`config.mk`:
```
export PLATFORM = sky130hd
export DESIGN_NAME = rdsf_queue
export DESIGN_NICKNAME = d
export VERILOG_FILES = /design/src/rdsf_pkg.sv /design/src/rdsf_queue.sv
export SDC_FILE = /design/constraint.sdc
export NUM_CORES = 1
export LEC_CHECK = 0
export ABC_AREA = 1
export BUFFER_PORTS_ARGS = -buffer_cell sky130_fd_sc_hd__buf_2
export CORE_UTILIZATION = 50
export DETAILED_ROUTE_END_ITERATION = 8
export GPL_ROUTABILITY_DRIVEN = 0
export PLACE_DENSITY_LB_ADDON = 0.25
export SLEW_MARGIN = 0
export SYNTH_ARGS = -nofsm -noshare
export SYNTH_HDL_FRONTEND = slang
export SYNTH_SLANG_ARGS = --single-unit
```
`constraint.sdc`:
```
create_clock -name clock -period 6.18 [get_ports clock]
set_input_delay 0.927 -clock clock [delete_from_list [all_inputs] [get_ports clock]]
set_output_delay 0.927 -clock clock [all_outputs]
set_load 0.01 [all_outputs]
```
`src/rdsf_pkg.sv`:
```
`timescale 1ns / 1ps
// Shared types and constants of the row dark segment finder.
// Used by every module of the block; depends on nothing.
package rdsf_pkg;

   typedef struct packed {
      logic [15:0]        pixel;
      logic [9:0]         xpos;
      logic               first;
      logic               last;
      logic               mode;
      logic signed [11:0] reference;
      logic [10:0]        min_run;
      logic [10:0]        max_run;
      logic [10:0]        overlap;
   } req_type;

   typedef struct packed {
      logic       found;
      logic [9:0] seg_start;
      logic [9:0] seg_end;
      logic [9:0] seg_center;
      logic [10:0] seg_width;
      logic [7:0] seg_luma;
   } rsp_type;

   typedef struct packed {
      logic [7:0] luma_threshold;
      logic       sat_guard_en;
      logic [7:0] saturation_limit;
      logic       bridge_enable;
   } cfg_type;

   // An accepted run that the back end still has to rank.
   typedef struct packed {
      logic        valid;
      logic [9:0]  s;
      logic [9:0]  e;
      logic [9:0]  c;
      logic [10:0] w;
      logic [11:0] key;
   } close_type;

   typedef struct packed {
      logic [9:0] wr_x;
      logic [7:0] wr_lum;
      logic       clear;
      logic       emit;
      close_type  close_a;
      close_type  close_b;
   } entry_type;

   localparam logic [1:0] CSR_LUMA_THRESHOLD   = 2'd0;
   localparam logic [1:0] CSR_SATURATION_GUARD = 2'd1;
   localparam logic [1:0] CSR_SATURATION_LIMIT = 2'd2;
   localparam logic [1:0] CSR_BRIDGE_ENABLE    = 2'd3;

   localparam logic [7:0] RESET_LUMA_THRESHOLD   = 8'd64;
   localparam logic       RESET_SATURATION_GUARD = 1'b0;
   localparam logic [7:0] RESET_SATURATION_LIMIT = 8'd255;
   localparam logic       RESET_BRIDGE_ENABLE    = 1'b1;

   // v*255/31 is v*255*8457 >> 18, and v*255/63 is v*255*16645 >> 20.
   localparam logic [21:0] EXP5_MUL = 22'd2156535;
   localparam logic [22:0] EXP6_MUL = 23'd4244475;

   localparam logic [7:0] LUMA_R = 8'd77;
   localparam logic [7:0] LUMA_G = 8'd150;
   localparam logic [7:0] LUMA_B = 8'd29;

   // n/3 for n below 768 is n*683 >> 11.
   localparam logic [9:0] DIV3_MUL = 10'd683;

   // In widest mode the rank key is this base minus the width.
   localparam logic [11:0] KEY_WIDE_BASE = 12'd1024;

   localparam int QUEUE_DEPTH = 4;

endpackage

```
`src/rdsf_queue.sv`:
```
`timescale 1ns / 1ps
// Short FIFO of front-end entries that decouples the front and back ends.
// Depends on rdsf_pkg for the entry type and depth.
module rdsf_queue (
   input  logic                 clock,
   input  logic                 reset,
   input  logic                 push,
   input  rdsf_pkg::entry_type  entry_in,
   input  logic                 pop,
   output rdsf_pkg::entry_type  head,
   output logic                 full,
   output logic                 empty
);

   localparam int PW = $clog2(rdsf_pkg::QUEUE_DEPTH);
   localparam int CW = $clog2(rdsf_pkg::QUEUE_DEPTH + 1);

   rdsf_pkg::entry_type slots_ff [rdsf_pkg::QUEUE_DEPTH];
   logic [PW-1:0] wr_ptr_ff, rd_ptr_ff;
   logic [CW-1:0] count_ff;

   assign head  = slots_ff[rd_ptr_ff];
   assign full  = (count_ff == CW'(rdsf_pkg::QUEUE_DEPTH));
   assign empty = (count_ff == '0);

   always_ff @(posedge clock) begin
      if (push) begin
         slots_ff[wr_ptr_ff] <= entry_in;
      end
   end

   always_ff @(posedge clock) begin
      if (reset) begin
         wr_ptr_ff <= '0;
         rd_ptr_ff <= '0;
         count_ff  <= '0;
      end else begin
         if (push) begin
            wr_ptr_ff <= (wr_ptr_ff == PW'(rdsf_pkg::QUEUE_DEPTH - 1)) ? '0 : wr_ptr_ff + PW'(1);
         end
         if (pop) begin
            rd_ptr_ff <= (rd_ptr_ff == PW'(rdsf_pkg::QUEUE_DEPTH - 1)) ? '0 : rd_ptr_ff + PW'(1);
         end
         count_ff <= count_ff + CW'(push) - CW'(pop);
      end
   end

   a_no_overflow: assert property (@(posedge clock) disable iff (reset) !(push && full))
      else $error("queue written while full");
   a_no_underflow: assert property (@(posedge clock) disable iff (reset) !(pop && empty))
      else $error("queue read while empty");
   a_count_bound: assert property (@(posedge clock) disable iff (reset)
      count_ff <= CW'(rdsf_pkg::QUEUE_DEPTH))
      else $error("queue count beyond depth");

endmodule

```
Yosys cells after proc, flatten, opt, wreduce, memory -nomap -nowiden
Memories as Yosys holds them, arrays and structs flattened. A register that Yosys moved wholly into a read port is not among the register bits.
Index checks and enable logic that the tools add are counted.
{ "totals": {"register_bits": 7, "ramBits": 512, "input_bits": 132, "output_inout_bits": 130, "elab_cells": 18, "n_memories": 1} }
{ "memory_table": {"columns": ["name", "words", "width", "rd", "rd_clocked_by_memory_dff", "write_ports", "line", "rtl"], "rows": [
  ["slots_ff", 4, 128, 1, 1, 1, "rdsf_queue.sv:18", "rdsf_pkg::entry_type slots_ff [rdsf_pkg::QUEUE_DEPTH];"]
]} }
{ "classes": {"add_sub_neg": 4, "n_eq_ne": 3, "n_mux": 6, "n_reduce_logical": 1} }
{ "op_table": {"columns": ["operator", "n"], "rows": [
  ["2-bit 2-to-1 mux", 4],
  ["2-bit by 1-bit adder with 2-bit output (second input constant)", 2],
  ["2-bit equality test (second input constant)", 2],
  ["3-bit by 1-bit adder with 3-bit output", 1],
  ["3-bit equality test (second input constant)", 1],
  ["3-bit logical NOT", 1],
  ["3-bit by 1-bit subtractor with 3-bit output", 1],
  ["1-bit 2-to-1 mux", 2]
]} }

Longest topological paths before layout
{ "logic_depth": {"ltp_word": 4, "mapped_depth": 9, "ltp_nobuf": 9} }

Worst setup path after synthesis
OpenSTA, ideal clock, no wires.
{ "synth_path": {"path_type": "in2reg", "start": "input port push", "end": "memory slots_ff[3][0] (netlist name) (enable)", "setup_ns": 0.481, "arrival_ns": 3.429, "t_required_ns": 5.699, "path_slack_ns": 2.270, "stages": 2, "n_path_buf": 0, "cell_sequence": "nand2_1 -> inv_1"} }
{ "synth_between": {"elab_chain_cells": 2} }
{ "synth_lines": {"columns": ["item", "line", "rtl"], "rows": [
  ["start: declaration", "rdsf_queue.sv:7", "input logic push,"],
  ["1-bit 2-to-1 mux", "rdsf_queue.sv:27", "if (push) begin"],
  ["1-bit 2-to-1 mux (implied by the code)", "rdsf_queue.sv:28", "slots_ff[wr_ptr_ff] <= entry_in;"],
  ["end: declaration", "rdsf_queue.sv:18", null]
]} }
Every way passes these cells.

==> results.txt <==
Starting utilization of the core area = 50.7%
Post-detailed-placement half-perimeter wirelength = 22600 µm
Skew-Pair Late Insertion Delay = 0.58 ns
WP buf/inv = 2
Register area = 15600 µm²
Number of sinks driven by the clock tree = 521
Power density over the cells = 325 nW/µm²
Capturing element type of the critical path = output pin
Overall track demand over capacity in global routing = 18.6%
Area of the multi-input gates = 3420 µm²
Worst slew pin tran = 1.11 ns
Hold-fix buffers, CTS = 0
Internal cell power = 5910 µW
DRC marker count from the first detailed-route iteration = 783
Average size of a mapped cell = 13.3 µm²
Reg2Reg Setup Slack = 3.88 ns
Stage delay of the slowest cell on the critical path = 1.02 ns
DR vias/cell = 5.06
Dominant delay contributor by cell family on the critical path = flip-flops
R2r worst-path depth = 5
Unrepaired setup endpoints after global routing = false
Net Count, Synth = 1694
Net count reported at finish = 1938
Combinational share of power = 9.4%
Worst ir drop on vdd = 242 µV
Number of flip-flops and latches in the synthesized netlist = 521
Proportion of layout cells with a drive suffix above 1 = 18.9%
Routed wire length = 39500 µm
Crit path launch type = register
DRC violations left = 0
Outcome = finished, final reports clean
Number of slew-limit violations in the final report = 0
Detailed-route via count = 12000
Number of fillers in the final layout = 3231
Part of the total power dissipated in the clock network = 37.1%
Final setup violation count = 0
Clk slew on worst S/H paths = 0.06 ns
Wire length of the first global-routing pass = 60500 µm
Count of buffers inserted at the top-level ports = 261
Die outline width = 205 µm
Shortest clock period the worst path allows after layout = 3.82 ns
Post-cts repair resize count = 0
Maximum number of pins on one net before global-route repair = 178
Sequential cell fraction of total power = 53.5%
Reported leakage power = 0.00923 µW
DRT antenna net count = 0
Remaining global-route overflow = 0
Endpoints failing hold = 0
Max FO, Critical Path = 177
Worst Clk Skew = 0.0198 ns
Max-cap violations = 0
Tot Pwr = 7700 µW
TritonCTS buffer count = 52
Psw = 1790 µW
Count of cell types in the netlist = 18
Data arrival time of the worst path = 2.90 ns
Total die area = 42100 µm²
Hold Startpoint = rd_ptr_ff[0]
Area of placed instances = 22100 µm²
Core box area = 40700 µm²
Fin Setup TNS = 0 ns
Initial antenna violation count = 6
Number of iterations in the first detailed-routing pass = 5
Max clock buf depth = 3
Switching portion of total power = 23.2%
Final instance area = 23700 µm²
Post-CTS Setup Inserts = 0
Required time at the worst-slack endpoint = 5.25 ns
Vias in the first global route = 11400
Max stage delay cell, worst path = sky130_fd_sc_hd__dfxtp_4
Cell chosen for the clock root = sky130_fd_sc_hd__clkbuf_16
Post-synth design cell area = 20600 µm²
TritonCTS clock tree = built
CP most frequent cell = sky130_fd_sc_hd__nand2_1
R2R Path Start = wr_ptr_ff[0]
Count of H-tree levels built during CTS = 2
Fmax = 261 MHz
Kind of path behind the tightest hold check = register to register
Synth Instances = 1554
Routed WL per cell = 16.7 µm
Cell row count = 74
Critical path type = register to output pin
DIE HEIGHT = 205 µm
Count of pins on the block boundary = 262
Area delta synth->final = 14.7%
Number of warnings printed during yosys synthesis = 0
Cell count of the worst hold path = 2
Terminus of the critical flop-to-flop path = slots_ff[0][61]
Pre-CTS setup slack = 3.01 ns
Sequential area share after synthesis = 75.4%
Final worst path period share = 61.9%
Slack of the critical path = 2.36 ns
Chain of cells forming the critical path = buf_12 > nand2_1 > o211ai_1 > nand2_1 > buf_2
Worst slew slack as a fraction of its limit = 25.7%
## per-layer routing
layer  track usage [%]  part of all wire (%)  wire (µm)
met4              7.04                   2.6       1030
met3              4.75                   6.2       2430
met5                 0                  0.15         59
met2              30.5                    48      19100
met1              24.0                    43      16800
## worst max path at each step
stage | end | slack, ns | cells past startpoint
3_5_place_dp | head[31] | 3.01 | 5
3_3_place_gp | head[54] | 3.06 | 5
2_1_floorplan | slots_ff[3][0] | 2.27 | 2
4_1_cts | head[94] | 2.33 | 5
6_report | head[55] | 2.36 | 5
5_1_grt | head[94] | 2.12 | 5
## layout by cell type (no fill, tap or decap), types with 16 or more instances in the layout
master	count
sky130_fd_sc_hd__a21oi_1	131
sky130_fd_sc_hd__buf_2	261
sky130_fd_sc_hd__clkbuf_1	16
sky130_fd_sc_hd__clkbuf_16	53
sky130_fd_sc_hd__edfxtp_1	512
sky130_fd_sc_hd__inv_1	269
sky130_fd_sc_hd__nand2_1	265
sky130_fd_sc_hd__o211ai_1	128
sky130_fd_sc_hd__o21ai_0	21
sky130_fd_sc_hd__o21ai_1	110
## layout make-up
cell class                 instances  area share [%]
clock buffer                      69            5.85
clock inverter                    24           0.613
antenna                            3          0.0317
sequential                       521            65.7
timing repair buffer             275            6.12
multi-input combinational        675            14.4
inverter                         273            4.41
tap                              532            2.81
## power by group through the flow
| stage | registers (µW) | clock network, µW | logic (µW) |
|---|---|---|---|
| final | 4120 | 2860 | 727 |
| after global routing | 4130 | 3050 | 816 |
| after CTS | 4120 | 2930 | 741 |
| after detailed placement | 4190 | 0 | 736 |
| after global placement | 4190 | 0 | 721 |
| after floorplan | 4170 | 0 | 477 |
## synthesized netlist by cell type
library cell                 n  share of area (%)
sky130_fd_sc_hd__o21ai_1   110                2.7
sky130_fd_sc_hd__dfxtp_1     9               0.87
sky130_fd_sc_hd__a21oi_1   131                3.2
sky130_fd_sc_hd__nor2_1     10               0.18
sky130_fd_sc_hd__nand3_1     1              0.024
sky130_fd_sc_hd__buf_4      12               0.44
sky130_fd_sc_hd__buf_2      34               0.82
sky130_fd_sc_hd__inv_1     273                5.0
sky130_fd_sc_hd__ha_1        7               0.42
sky130_fd_sc_hd__fa_1        1              0.097
sky130_fd_sc_hd__nand2_1   265                4.8
sky130_fd_sc_hd__buf_6      30                1.6
sky130_fd_sc_hd__clkbuf_1    2              0.036
sky130_fd_sc_hd__o211ai_1  128                4.7
sky130_fd_sc_hd__edfxtp_1  512                 74
sky130_fd_sc_hd__o21ai_0    21               0.51
sky130_fd_sc_hd__clkbuf_2    7               0.17
sky130_fd_sc_hd__nor3_1      1              0.024
## flip-flops by register name, summed over array words and instances (netlist names), named ones only
register,cells
count_ff,3
rd_ptr_ff,2
slots_ff,512
wr_ptr_ff,2
## cell families after synthesis
| family | share of synthesized area [%] |
|---|---|
| flip-flops | 75.4 |
| AO/OA/AOI/OAI | 11.0 |
| buffers and inverters | 8.07 |
| AND/OR/NAND/NOR | 5.05 |
| adder cells (fa/ha/maj) | 0.521 |
## metrics by stage
stage / utilization [%] / std cells / hold slack (ns)
floorplan: - / 1554 / 0.468
global placement: 54.4 / 2276 / 0.476
detailed placement: 54.4 / 2276 / 0.500
CTS: 58.1 / 2369 / 0.511
global route: 58.1 / 2371 / 0.529
finish: 58.1 / 2372 / 0.506
## worst reg2reg max path, stage by stage (launching register included)
cell and delay [ns]:
sky130_fd_sc_hd__dfxtp_1 0.34, sky130_fd_sc_hd__inv_1 0.10, sky130_fd_sc_hd__ha_1 0.15, sky130_fd_sc_hd__nand2_1 0.10, sky130_fd_sc_hd__inv_6 0.56, sky130_fd_sc_hd__buf_4 0.65
(Power assumes the default switching activity.)
