===== config.mk =====
export PLATFORM = sky130hd
export DESIGN_NAME = rdsf_front
export DESIGN_NICKNAME = d
export VERILOG_FILES = /design/src/rdsf_pkg.sv /design/src/rdsf_front.sv
export SDC_FILE = /design/constraint.sdc
export NUM_CORES = 1
export LEC_CHECK = 0
export ABC_AREA = 1
export BUFFER_PORTS_ARGS = -buffer_cell sky130_fd_sc_hd__buf_2
export CAP_MARGIN = 10
export CORE_MARGIN = 2
export CORE_UTILIZATION = 50
export CTS_BUF_LIST = sky130_fd_sc_hd__clkbuf_8
export CTS_CLUSTER_DIAMETER = 40
export DETAILED_ROUTE_END_ITERATION = 16
export GPL_TIMING_DRIVEN = 0
export PLACE_DENSITY_LB_ADDON = 0.3
export SYNTH_ARGS = -nofsm -noshare
export SYNTH_HDL_FRONTEND = slang
export SYNTH_SLANG_ARGS = --single-unit

===== constraint.sdc =====
create_clock -name clock -period 22.2 [get_ports clock]
set_clock_uncertainty 0.2 [all_clocks]
set_input_delay 2.22 -clock clock [delete_from_list [all_inputs] [get_ports clock]]
set_output_delay 2.22 -clock clock [all_outputs]
set_load 0.05 [all_outputs]

===== src/rdsf_pkg.sv =====
`timescale 1ns / 1ps
// Shared types and constants of the row dark segment finder.
// Used by every module of the block; depends on nothing.
package rdsf_pkg;

   typedef struct packed {
      logic [15:0]        pixel;
      logic [9:0]         xpos;
      logic               first;
      logic               last;
      logic               mode;
      logic signed [11:0] reference;
      logic [10:0]        min_run;
      logic [10:0]        max_run;
      logic [10:0]        overlap;
   } req_type;

   typedef struct packed {
      logic       found;
      logic [9:0] seg_start;
      logic [9:0] seg_end;
      logic [9:0] seg_center;
      logic [10:0] seg_width;
      logic [7:0] seg_luma;
   } rsp_type;

   typedef struct packed {
      logic [7:0] luma_threshold;
      logic       sat_guard_en;
      logic [7:0] saturation_limit;
      logic       bridge_enable;
   } cfg_type;

   // An accepted run that the back end still has to rank.
   typedef struct packed {
      logic        valid;
      logic [9:0]  s;
      logic [9:0]  e;
      logic [9:0]  c;
      logic [10:0] w;
      logic [11:0] key;
   } close_type;

   typedef struct packed {
      logic [9:0] wr_x;
      logic [7:0] wr_lum;
      logic       clear;
      logic       emit;
      close_type  close_a;
      close_type  close_b;
   } entry_type;

   localparam logic [1:0] CSR_LUMA_THRESHOLD   = 2'd0;
   localparam logic [1:0] CSR_SATURATION_GUARD = 2'd1;
   localparam logic [1:0] CSR_SATURATION_LIMIT = 2'd2;
   localparam logic [1:0] CSR_BRIDGE_ENABLE    = 2'd3;

   localparam logic [7:0] RESET_LUMA_THRESHOLD   = 8'd64;
   localparam logic       RESET_SATURATION_GUARD = 1'b0;
   localparam logic [7:0] RESET_SATURATION_LIMIT = 8'd255;
   localparam logic       RESET_BRIDGE_ENABLE    = 1'b1;

   // v*255/31 is v*255*8457 >> 18, and v*255/63 is v*255*16645 >> 20.
   localparam logic [21:0] EXP5_MUL = 22'd2156535;
   localparam logic [22:0] EXP6_MUL = 23'd4244475;

   localparam logic [7:0] LUMA_R = 8'd77;
   localparam logic [7:0] LUMA_G = 8'd150;
   localparam logic [7:0] LUMA_B = 8'd29;

   // n/3 for n below 768 is n*683 >> 11.
   localparam logic [9:0] DIV3_MUL = 10'd683;

   // In widest mode the rank key is this base minus the width.
   localparam logic [11:0] KEY_WIDE_BASE = 12'd1024;

   localparam int QUEUE_DEPTH = 4;

endpackage


===== src/rdsf_front.sv =====
`timescale 1ns / 1ps
// Front end: pixel expansion, luma and saturation, darkness, bridging and run tracking.
// Pushes one queue entry per pixel; depends on rdsf_pkg.
module rdsf_front (
   input  logic                 clock,
   input  logic                 reset,
   input  logic                 req_valid,
   output logic                 req_stall,
   input  rdsf_pkg::req_type    req_data,
   input  rdsf_pkg::cfg_type    cfg,
   input  logic                 q_full,
   output logic                 q_push,
   output rdsf_pkg::entry_type  q_entry
);

   logic                 front_en;
   logic [26:0]          r_prod, b_prod;
   logic [28:0]          g_prod;
   logic                 a1_valid_ff;
   rdsf_pkg::req_type    a1_req_ff;
   logic [7:0]           a1_r_ff, a1_g_ff, a1_b_ff;
   logic [15:0]          luma_sum;
   logic [7:0]           hi, lo, lum;
   logic                 raw;
   logic                 a2_valid_ff;
   rdsf_pkg::req_type    a2_req_ff;
   logic [7:0]           a2_lum_ff;
   logic                 a2_raw_ff;

   logic                 pend_valid_ff, pend_valid_in;
   logic                 pend_first_ff, pend_first_in;
   logic [1:0]           pend_dark_ff, pend_dark_in;
   logic [9:0]           pend_x_ff, pend_x_in;
   logic                 inside_ff, inside_in;
   logic [9:0]           open_col_ff, open_col_in;
   logic [9:0]           last_col_ff, last_col_in;
   logic                 set_mode_ff, set_mode_in;
   logic signed [11:0]   set_ref_ff, set_ref_in;
   logic [10:0]          set_min_ff, set_min_in;
   logic [10:0]          set_max_ff, set_max_in;
   logic [10:0]          set_ovl_ff, set_ovl_in;

   logic                 pv0, ins0, ins1, dark_a, fire_a, fire_b;
   logic [9:0]           start1, lc1, s_b, e_b;

   function automatic rdsf_pkg::close_type eval_close(
      input logic               fire,
      input logic [9:0]         s,
      input logic [9:0]         e,
      input logic               mode,
      input logic signed [11:0] ref_col,
      input logic [10:0]        min_w,
      input logic [10:0]        max_w,
      input logic [10:0]        ovl
   );
      logic signed [12:0] w;
      logic [10:0]        sum;
      logic [9:0]         c;
      logic signed [12:0] d;
      logic [11:0]        gap;
      logic signed [13:0] hi_lim, lo_lim;
      logic               width_ok, touch_ok;
      rdsf_pkg::close_type res;
      w = $signed({3'b0, e}) - $signed({3'b0, s}) + 13'sd1;
      width_ok = (w >= $signed({2'b0, min_w})) && (w <= $signed({2'b0, max_w}));
      sum = {1'b0, s} + {1'b0, e};
      c = sum[10:1];
      d = $signed({3'b0, c}) - $signed({ref_col[11], ref_col});
      gap = d[12] ? 12'(-d) : 12'(d);
      hi_lim = $signed({{2{ref_col[11]}}, ref_col}) + $signed({3'b0, ovl});
      lo_lim = $signed({{2{ref_col[11]}}, ref_col}) - $signed({3'b0, ovl});
      touch_ok = ($signed({4'b0, s}) <= hi_lim) && ($signed({4'b0, e}) >= lo_lim);
      res.valid = fire && width_ok && (!mode || touch_ok);
      res.s = s;
      res.e = e;
      res.c = c;
      res.w = w[10:0];
      res.key = mode ? (rdsf_pkg::KEY_WIDE_BASE - {1'b0, w[10:0]}) : gap;
      return res;
   endfunction

   assign front_en  = !(a2_valid_ff && q_full);
   assign req_stall = !front_en;
   assign q_push    = a2_valid_ff && !q_full;

   // Stage one: widen the 565 channels to eight bits.
   assign r_prod = 27'(req_data.pixel[15:11]) * 27'(rdsf_pkg::EXP5_MUL);
   assign g_prod = 29'(req_data.pixel[10:5]) * 29'(rdsf_pkg::EXP6_MUL);
   assign b_prod = 27'(req_data.pixel[4:0]) * 27'(rdsf_pkg::EXP5_MUL);

   always_ff @(posedge clock) begin
      if (reset) begin
         a1_valid_ff <= 1'b0;
      end else if (front_en) begin
         a1_valid_ff <= req_valid;
      end
      if (front_en) begin
         a1_req_ff <= req_data;
         a1_r_ff   <= r_prod[25:18];
         a1_g_ff   <= g_prod[27:20];
         a1_b_ff   <= b_prod[25:18];
      end
   end

   // Stage two: luma, saturation and the raw dark decision.
   always_comb begin
      luma_sum = 16'(a1_r_ff) * 16'(rdsf_pkg::LUMA_R) + 16'(a1_g_ff) * 16'(rdsf_pkg::LUMA_G)
               + 16'(a1_b_ff) * 16'(rdsf_pkg::LUMA_B);
      lum = luma_sum[15:8];
      hi = (a1_r_ff > a1_g_ff) ? a1_r_ff : a1_g_ff;
      lo = (a1_r_ff < a1_g_ff) ? a1_r_ff : a1_g_ff;
      if (a1_b_ff > hi) begin
         hi = a1_b_ff;
      end
      if (a1_b_ff < lo) begin
         lo = a1_b_ff;
      end
      raw = (lum <= cfg.luma_threshold)
         && (!cfg.sat_guard_en || ((hi - lo) <= cfg.saturation_limit));
   end

   always_ff @(posedge clock) begin
      if (reset) begin
         a2_valid_ff <= 1'b0;
      end else if (front_en) begin
         a2_valid_ff <= a1_valid_ff;
      end
      if (front_en) begin
         a2_req_ff <= a1_req_ff;
         a2_lum_ff <= lum;
         a2_raw_ff <= raw;
      end
   end

   // Stage three: the pending pixel is resolved once its right neighbor is known.
   always_comb begin
      if (a2_req_ff.first) begin
         set_mode_in = a2_req_ff.mode;
         set_ref_in  = a2_req_ff.reference;
         set_min_in  = a2_req_ff.min_run;
         set_max_in  = a2_req_ff.max_run;
         set_ovl_in  = a2_req_ff.overlap;
      end else begin
         set_mode_in = set_mode_ff;
         set_ref_in  = set_ref_ff;
         set_min_in  = set_min_ff;
         set_max_in  = set_max_ff;
         set_ovl_in  = set_ovl_ff;
      end
      pv0  = pend_valid_ff && !a2_req_ff.first;
      ins0 = inside_ff && !a2_req_ff.first;
      dark_a = pend_dark_ff[0]
            || (cfg.bridge_enable && !pend_first_ff && pend_dark_ff[1] && a2_raw_ff);
      fire_a = 1'b0;
      ins1   = ins0;
      start1 = open_col_ff;
      lc1    = last_col_ff;
      if (pv0) begin
         if (dark_a) begin
            ins1   = 1'b1;
            start1 = ins0 ? open_col_ff : pend_x_ff;
            lc1    = pend_x_ff;
         end else begin
            fire_a = ins0;
            ins1   = 1'b0;
         end
      end
      fire_b = a2_req_ff.last && (a2_raw_ff || ins1);
      s_b = a2_raw_ff ? (ins1 ? start1 : a2_req_ff.xpos) : start1;
      e_b = a2_raw_ff ? a2_req_ff.xpos : lc1;

      q_entry.wr_x    = a2_req_ff.xpos;
      q_entry.wr_lum  = a2_lum_ff;
      q_entry.clear   = a2_req_ff.first;
      q_entry.emit    = a2_req_ff.last;
      q_entry.close_a = eval_close(fire_a, open_col_ff, last_col_ff, set_mode_in,
                                   set_ref_in, set_min_in, set_max_in, set_ovl_in);
      q_entry.close_b = eval_close(fire_b, s_b, e_b, set_mode_in,
                                   set_ref_in, set_min_in, set_max_in, set_ovl_in);

      if (a2_req_ff.last) begin
         pend_valid_in = 1'b0;
         pend_dark_in  = 2'b00;
         inside_in     = 1'b0;
         open_col_in   = s_b;
         last_col_in   = e_b;
         pend_first_in = pend_first_ff;
         pend_x_in     = pend_x_ff;
      end else begin
         pend_valid_in = 1'b1;
         pend_dark_in  = {pv0 && pend_dark_ff[0], a2_raw_ff};
         inside_in     = ins1;
         open_col_in   = start1;
         last_col_in   = lc1;
         pend_first_in = !pv0;
         pend_x_in     = a2_req_ff.xpos;
      end
   end

   always_ff @(posedge clock) begin
      if (reset) begin
         pend_valid_ff <= 1'b0;
         pend_first_ff <= 1'b0;
         pend_dark_ff  <= 2'b00;
         pend_x_ff     <= '0;
         inside_ff     <= 1'b0;
         open_col_ff   <= '0;
         last_col_ff   <= '0;
         set_mode_ff   <= 1'b0;
         set_ref_ff    <= '0;
         set_min_ff    <= '0;
         set_max_ff    <= '0;
         set_ovl_ff    <= '0;
      end else if (q_push) begin
         pend_valid_ff <= pend_valid_in;
         pend_first_ff <= pend_first_in;
         pend_dark_ff  <= pend_dark_in;
         pend_x_ff     <= pend_x_in;
         inside_ff     <= inside_in;
         open_col_ff   <= open_col_in;
         last_col_ff   <= last_col_in;
         set_mode_ff   <= set_mode_in;
         set_ref_ff    <= set_ref_in;
         set_min_ff    <= set_min_in;
         set_max_ff    <= set_max_in;
         set_ovl_ff    <= set_ovl_in;
      end
   end

endmodule


Word-level counts from Yosys, hierarchy flattened
Index checks and enable logic that the tools add are counted.
- bits in registers: 232
- input port bits: 96
- logic and storage cells: 133
- $add $sub $neg: 17
- multipliers: 6
- $lt $le $gt $ge: 14
- mux-type cells: 30
- bitwise gates (word level): 1
- reductions and logical operators: 30
- operators with widths (kind ; number):
    2-to-1 mux 10 bit ; 10
    2-to-1 mux 12 bit ; 5
    multiplier 5 x 22 -> 26 bit (second input constant) ; 2
    2-to-1 mux 11 bit ; 3
    2-to-1 mux 8 bit ; 4
    multiplier 8 x 7 -> 15 bit (second input constant) ; 2
    multiplier 6 x 23 -> 28 bit (second input constant) ; 1
    greater-or-equal comparator 11 x 13 -> 1 bit ; 2
    <= comparator 11 x 13 -> 1 bit ; 2
    subtractor 11 x 12 -> 13 bit ; 2
    adder 11 x 2 -> 12 bit (second input constant) ; 2
    greater-or-equal comparator 12 bit ; 2
    <= comparator 12 bit ; 2
    negator 12 bit ; 2
    subtractor 11 x 11 -> 12 bit (first input constant) ; 2
    adder 10 x 10 -> 11 bit ; 2
    subtractor 10 x 10 -> 11 bit ; 2
    logical AND 1 bit ; 18
    adder 15 x 16 -> 16 bit ; 1
    adder 16 x 13 -> 16 bit ; 1
    > comparator 8 bit ; 2
    <= comparator 8 bit ; 2
    < comparator 8 bit ; 2
    adder 12 x 12 -> 13 bit ; 1
    other kinds (9) ; 24

Depth between registers and ports, before layout
- word-level depth: 15
- gate-level depth with buffers: 40

Worst setup path before layout
OpenSTA, ideal clock, no wires.
- kind: input -> output
- from: in cfg[0] in the netlist's numbering
- to: out q_entry[6] in the netlist's numbering
- arrival: 8718 ps
- path slack: 11062 ps
- stages on the path: 27
- cells stage by stage: nand3_1 nor2_1 nor2_1 nor2_2 clkbuf_2 o21ai_0 o21ai_0 ha_1 buf_6 inv_4 nand3b_1 and2_1 o31ai_1 nand3_1 nand2_1 a21oi_1 o21bai_1 ha_1 inv_1 o21ai_0 nor2_1 nand3_1 nand2_1 inv_1 nor2_4 a21oi_1 o31ai_1
- RTL lines (element ; line ; RTL):
    start: declaration ; rdsf_front.sv:10 ; input rdsf_pkg::cfg_type cfg,
    end: declaration ; rdsf_front.sv:13 ; output rdsf_pkg::entry_type q_entry

==> results.yml <==
setup_path:
  cpMostUsedCell: "sky130_fd_sc_hd__nand3_1"
  critical_path.endpoint_type: "primary output"
  critical_path.slowest_cell: "sky130_fd_sc_hd__o21ai_1"
  crit_path_max_fanout: 10
  start_kind: "input pin"
  worst_setup_path_class: "in2out"
  crit_required_ns: 19.78
  arrival_ns: 7.89
  cpPeakStageDelay_ns: 0.56
synth:
  synth_seq_area_share_pct: 24.55
  synth_flop_cell: "sky130_fd_sc_hd__edfxtp_1"
  yosysWarningCount: 0
  synth.ff_latch_count: 232
  post-synth-top-area-fraction_pct: 20.62
  postSynthAreaPerCell_um2: 8.012
  synth_top_cell_by_area: "sky130_fd_sc_hd__ha_1"
  synth_enable_flop_cells: 149
  synthesis.instances: 3120
  syn_nets: 3747
  synth.lib_cells_used.distinct: 53
  synthTopCellsByArea: "sky130_fd_sc_hd__ha_1 (21%), sky130_fd_sc_hd__edfxtp_1 (18%), sky130_fd_sc_hd__fa_1 (9.5%)"
  async_flop_share_pct: 0
  syn_area_mm2: 0.02500
die:
  floorplan.io_pins: 226
  chipWidth_um: 227.6
  fp.dieArea_mm2: 0.05180
  floorplan.initialDensity_pct: 50.86
  placementRows: 81
  design.core.area_mm2: 0.04915
  height_of_the_die_um: 227.6
grt:
  grt_start_max_net_pins: 71
  grt_util_all_layers_pct: 26.78
  grt_antenna_before_repair: 5
  globalRouteOverflowTotal: 0
  global_route_wire_length_before_repair_mm: 108.2
  grt_pass1_vias: 20491
timing:
  finalCritPeriodShare_pct: 46.42
  finalCriticalPeriod_ns: 10.31
  rsz0062_at_grt: "false"
  max_slew_margin_pct: 5.158
  peak_clock_frequency_supported_by_timing_mhz: 97.04
  fin_setup_tns_ns: 0
  worst_slew_pin_slew_ns: 1.408
  pins_over_their_slew_limit: 0
  hold_violations: 0
  setup-violations-final: 0
cells_and_area:
  finalNetCount: 4028
  drive_gt1_share_pct: 13.33
  fillerInstances: 4616
  layout_overhead_on_the_synthesized_area_pct: 12.50
  most_frequent_standard_cell_in_the_layout_excluding_fill_and_tap_cells: "sky130_fd_sc_hd__nand2_1"
  mostFrequentLayoutCells: "sky130_fd_sc_hd__nand2_1 (577), sky130_fd_sc_hd__inv_1 (497), sky130_fd_sc_hd__ha_1 (412), sky130_fd_sc_hd__a21oi_1 (264), sky130_fd_sc_hd__buf_2 (241)"
clocking:
  clk_pin_slew_worst_paths_ns: 0.05
  cts_buffers: 51
  tritoncts_num_sinks: 232
  setup_repair_bufs_after_cts: 0
  cts-htree-levels: 2
  clk_latency_ns: 0.63
  cts-hold-fix-buffers: 0
  clk_root_buffer_cell: "sky130_fd_sc_hd__clkbuf_8"
  cts-resized-gates: 0
  clk_path_buf_depth: 3
  cts_tree: "built"
routing:
  drtPass1Iterations: 6
  viasPerCell: 5.357
  drt_wl_total_mm: 69.11
  remaining_routing_drc_violations: 0
  initialDrtViolationCount: 1657
  num_vias: 22011
  postRouteAntennaNets: 0
  avgRoutedWirePerCell_um: 16.82
placement:
  finalWeightedCongestion: 0.9865
  portBuffers: 225
  dpl.hpwl_mm: 57.24
min_path:
  hold_path.class: "reg2reg"
status:
  outcome: "finished clean"
run:
  max_cap_violations: 0
## flip-flops by register name, indices dropped and copies added (netlist names), 8 cells and up
register and count:
set_min_ff 11, q_entry 12, set_ovl_ff 11, a1_r_ff 8
set_ref_ff 12, set_max_ff 11, a1_req_ff 58, a1_b_ff 8
a2_req_ff 46, a1_g_ff 8, last_col_ff 10, pend_x_ff 10
a2_lum_ff 8, open_col_ff 10
## worst max-delay path, delay by kind of cell
family	cells	cell delay, ns
buffers and inverters	7	1.24
AO/OA/AOI/OAI	8	1.91
AND/OR/NAND/NOR	14	1.69
adder cells (fa/ha/maj)	2	0.82
## layer usage
layer	vias up	global-route usage, %	part of all wire, %
li1	10980	-	-
met1	10123	37.71	46
met2	758	42.03	44
met3	146	3.911	7.2
met4	4	9.235	3.4
met5	-	0	0.032
## cells in the mapped netlist (9+ instances only)
library cell and count:
sky130_fd_sc_hd__nand3_1 139, sky130_fd_sc_hd__nand2_1 578, sky130_fd_sc_hd__o21ai_1 26, sky130_fd_sc_hd__o21ai_0 208
sky130_fd_sc_hd__nand3b_1 11, sky130_fd_sc_hd__edfxtp_1 149, sky130_fd_sc_hd__a31oi_1 15, sky130_fd_sc_hd__nor2_4 10
sky130_fd_sc_hd__dfxtp_1 83, sky130_fd_sc_hd__fa_1 119, sky130_fd_sc_hd__o22ai_1 13, sky130_fd_sc_hd__or2_2 27
sky130_fd_sc_hd__inv_1 482, sky130_fd_sc_hd__nor3_1 27, sky130_fd_sc_hd__buf_4 14, sky130_fd_sc_hd__a211oi_1 11
sky130_fd_sc_hd__xor2_1 70, sky130_fd_sc_hd__nor2_2 16, sky130_fd_sc_hd__buf_2 16, sky130_fd_sc_hd__xnor2_1 24
sky130_fd_sc_hd__mux2i_1 20, sky130_fd_sc_hd__nor2_1 143, sky130_fd_sc_hd__nand2_2 27, sky130_fd_sc_hd__o21bai_1 13
sky130_fd_sc_hd__o31ai_1 9, sky130_fd_sc_hd__o211ai_1 13, sky130_fd_sc_hd__a21o_1 21, sky130_fd_sc_hd__inv_2 19
sky130_fd_sc_hd__ha_1 412, sky130_fd_sc_hd__o21a_1 10, sky130_fd_sc_hd__a21oi_1 264, sky130_fd_sc_hd__nand4_1 45
sky130_fd_sc_hd__clkbuf_1 42
## final timing paths
kind	from	endpoint	slack, ns	cells past startpoint
hold / removal	a1_req_ff[40]	a2_req_ff[40]	0.19	0
setup / recovery	cfg[0]	q_entry[2]	11.89	31
hold reg to reg	a1_req_ff[40]	a2_req_ff[40]	0.19	0
setup reg to reg	a1_g_ff[4]	a2_raw_ff	14.27	32
## layout make-up
class                      instances  area (µm²)  area share [%]
multi-input combinational       2305       16570           58.94
sequential                       232        6136           21.82
inverter                         506        1902           6.762
timing repair buffer             228        1189           4.227
tap                              664       830.8           2.954
clock buffer                      58       798.3           2.838
buffer                            77       392.9           1.397
clock inverter                    38       297.8           1.059
antenna                            1       2.502        0.008898
## cell families (layout without fill, tap and decap cells)
kind of cell | after synthesis | count (layout) | synth area share, %
flip-flops | 232 | 232 | 24.55
adder cells (fa/ha/maj) | 531 | 531 | 30.15
other | 0 | 1 | 0
buffers and inverters | 583 | 907 | 9.180
multiplexers | 20 | 20 | 0.8008
XOR/XNOR | 94 | 94 | 3.293
AO/OA/AOI/OAI | 615 | 615 | 13.43
AND/OR/NAND/NOR | 1045 | 1045 | 18.59
## per-stage QoR
| step | utilization (%) | hold WS (ns) | worst slack (ns) | std cells | area, µm² |
|---|---|---|---|---|---|
| 6_report | 57.22 | 0.1881 | 11.89 | 4109 | 28120 |
| 4_1_cts | 57.21 | 0.2009 | 11.98 | 4108 | 28120 |
| 3_5_place_dp | 54.98 | 0.2045 | 12.01 | 4012 | 27020 |
| 3_3_place_gp | 54.84 | 0.2003 | 12.10 | 4009 | 26950 |
| 2_1_floorplan | - | 0.2003 | 11.06 | 3120 | 25000 |
| 5_1_grt | 57.22 | 0.2022 | 11.44 | 4109 | 28120 |
Power is left out: the tool's default activity adds up to more than one toggle a clock period on the data nets, which glitch-free logic cannot reach.
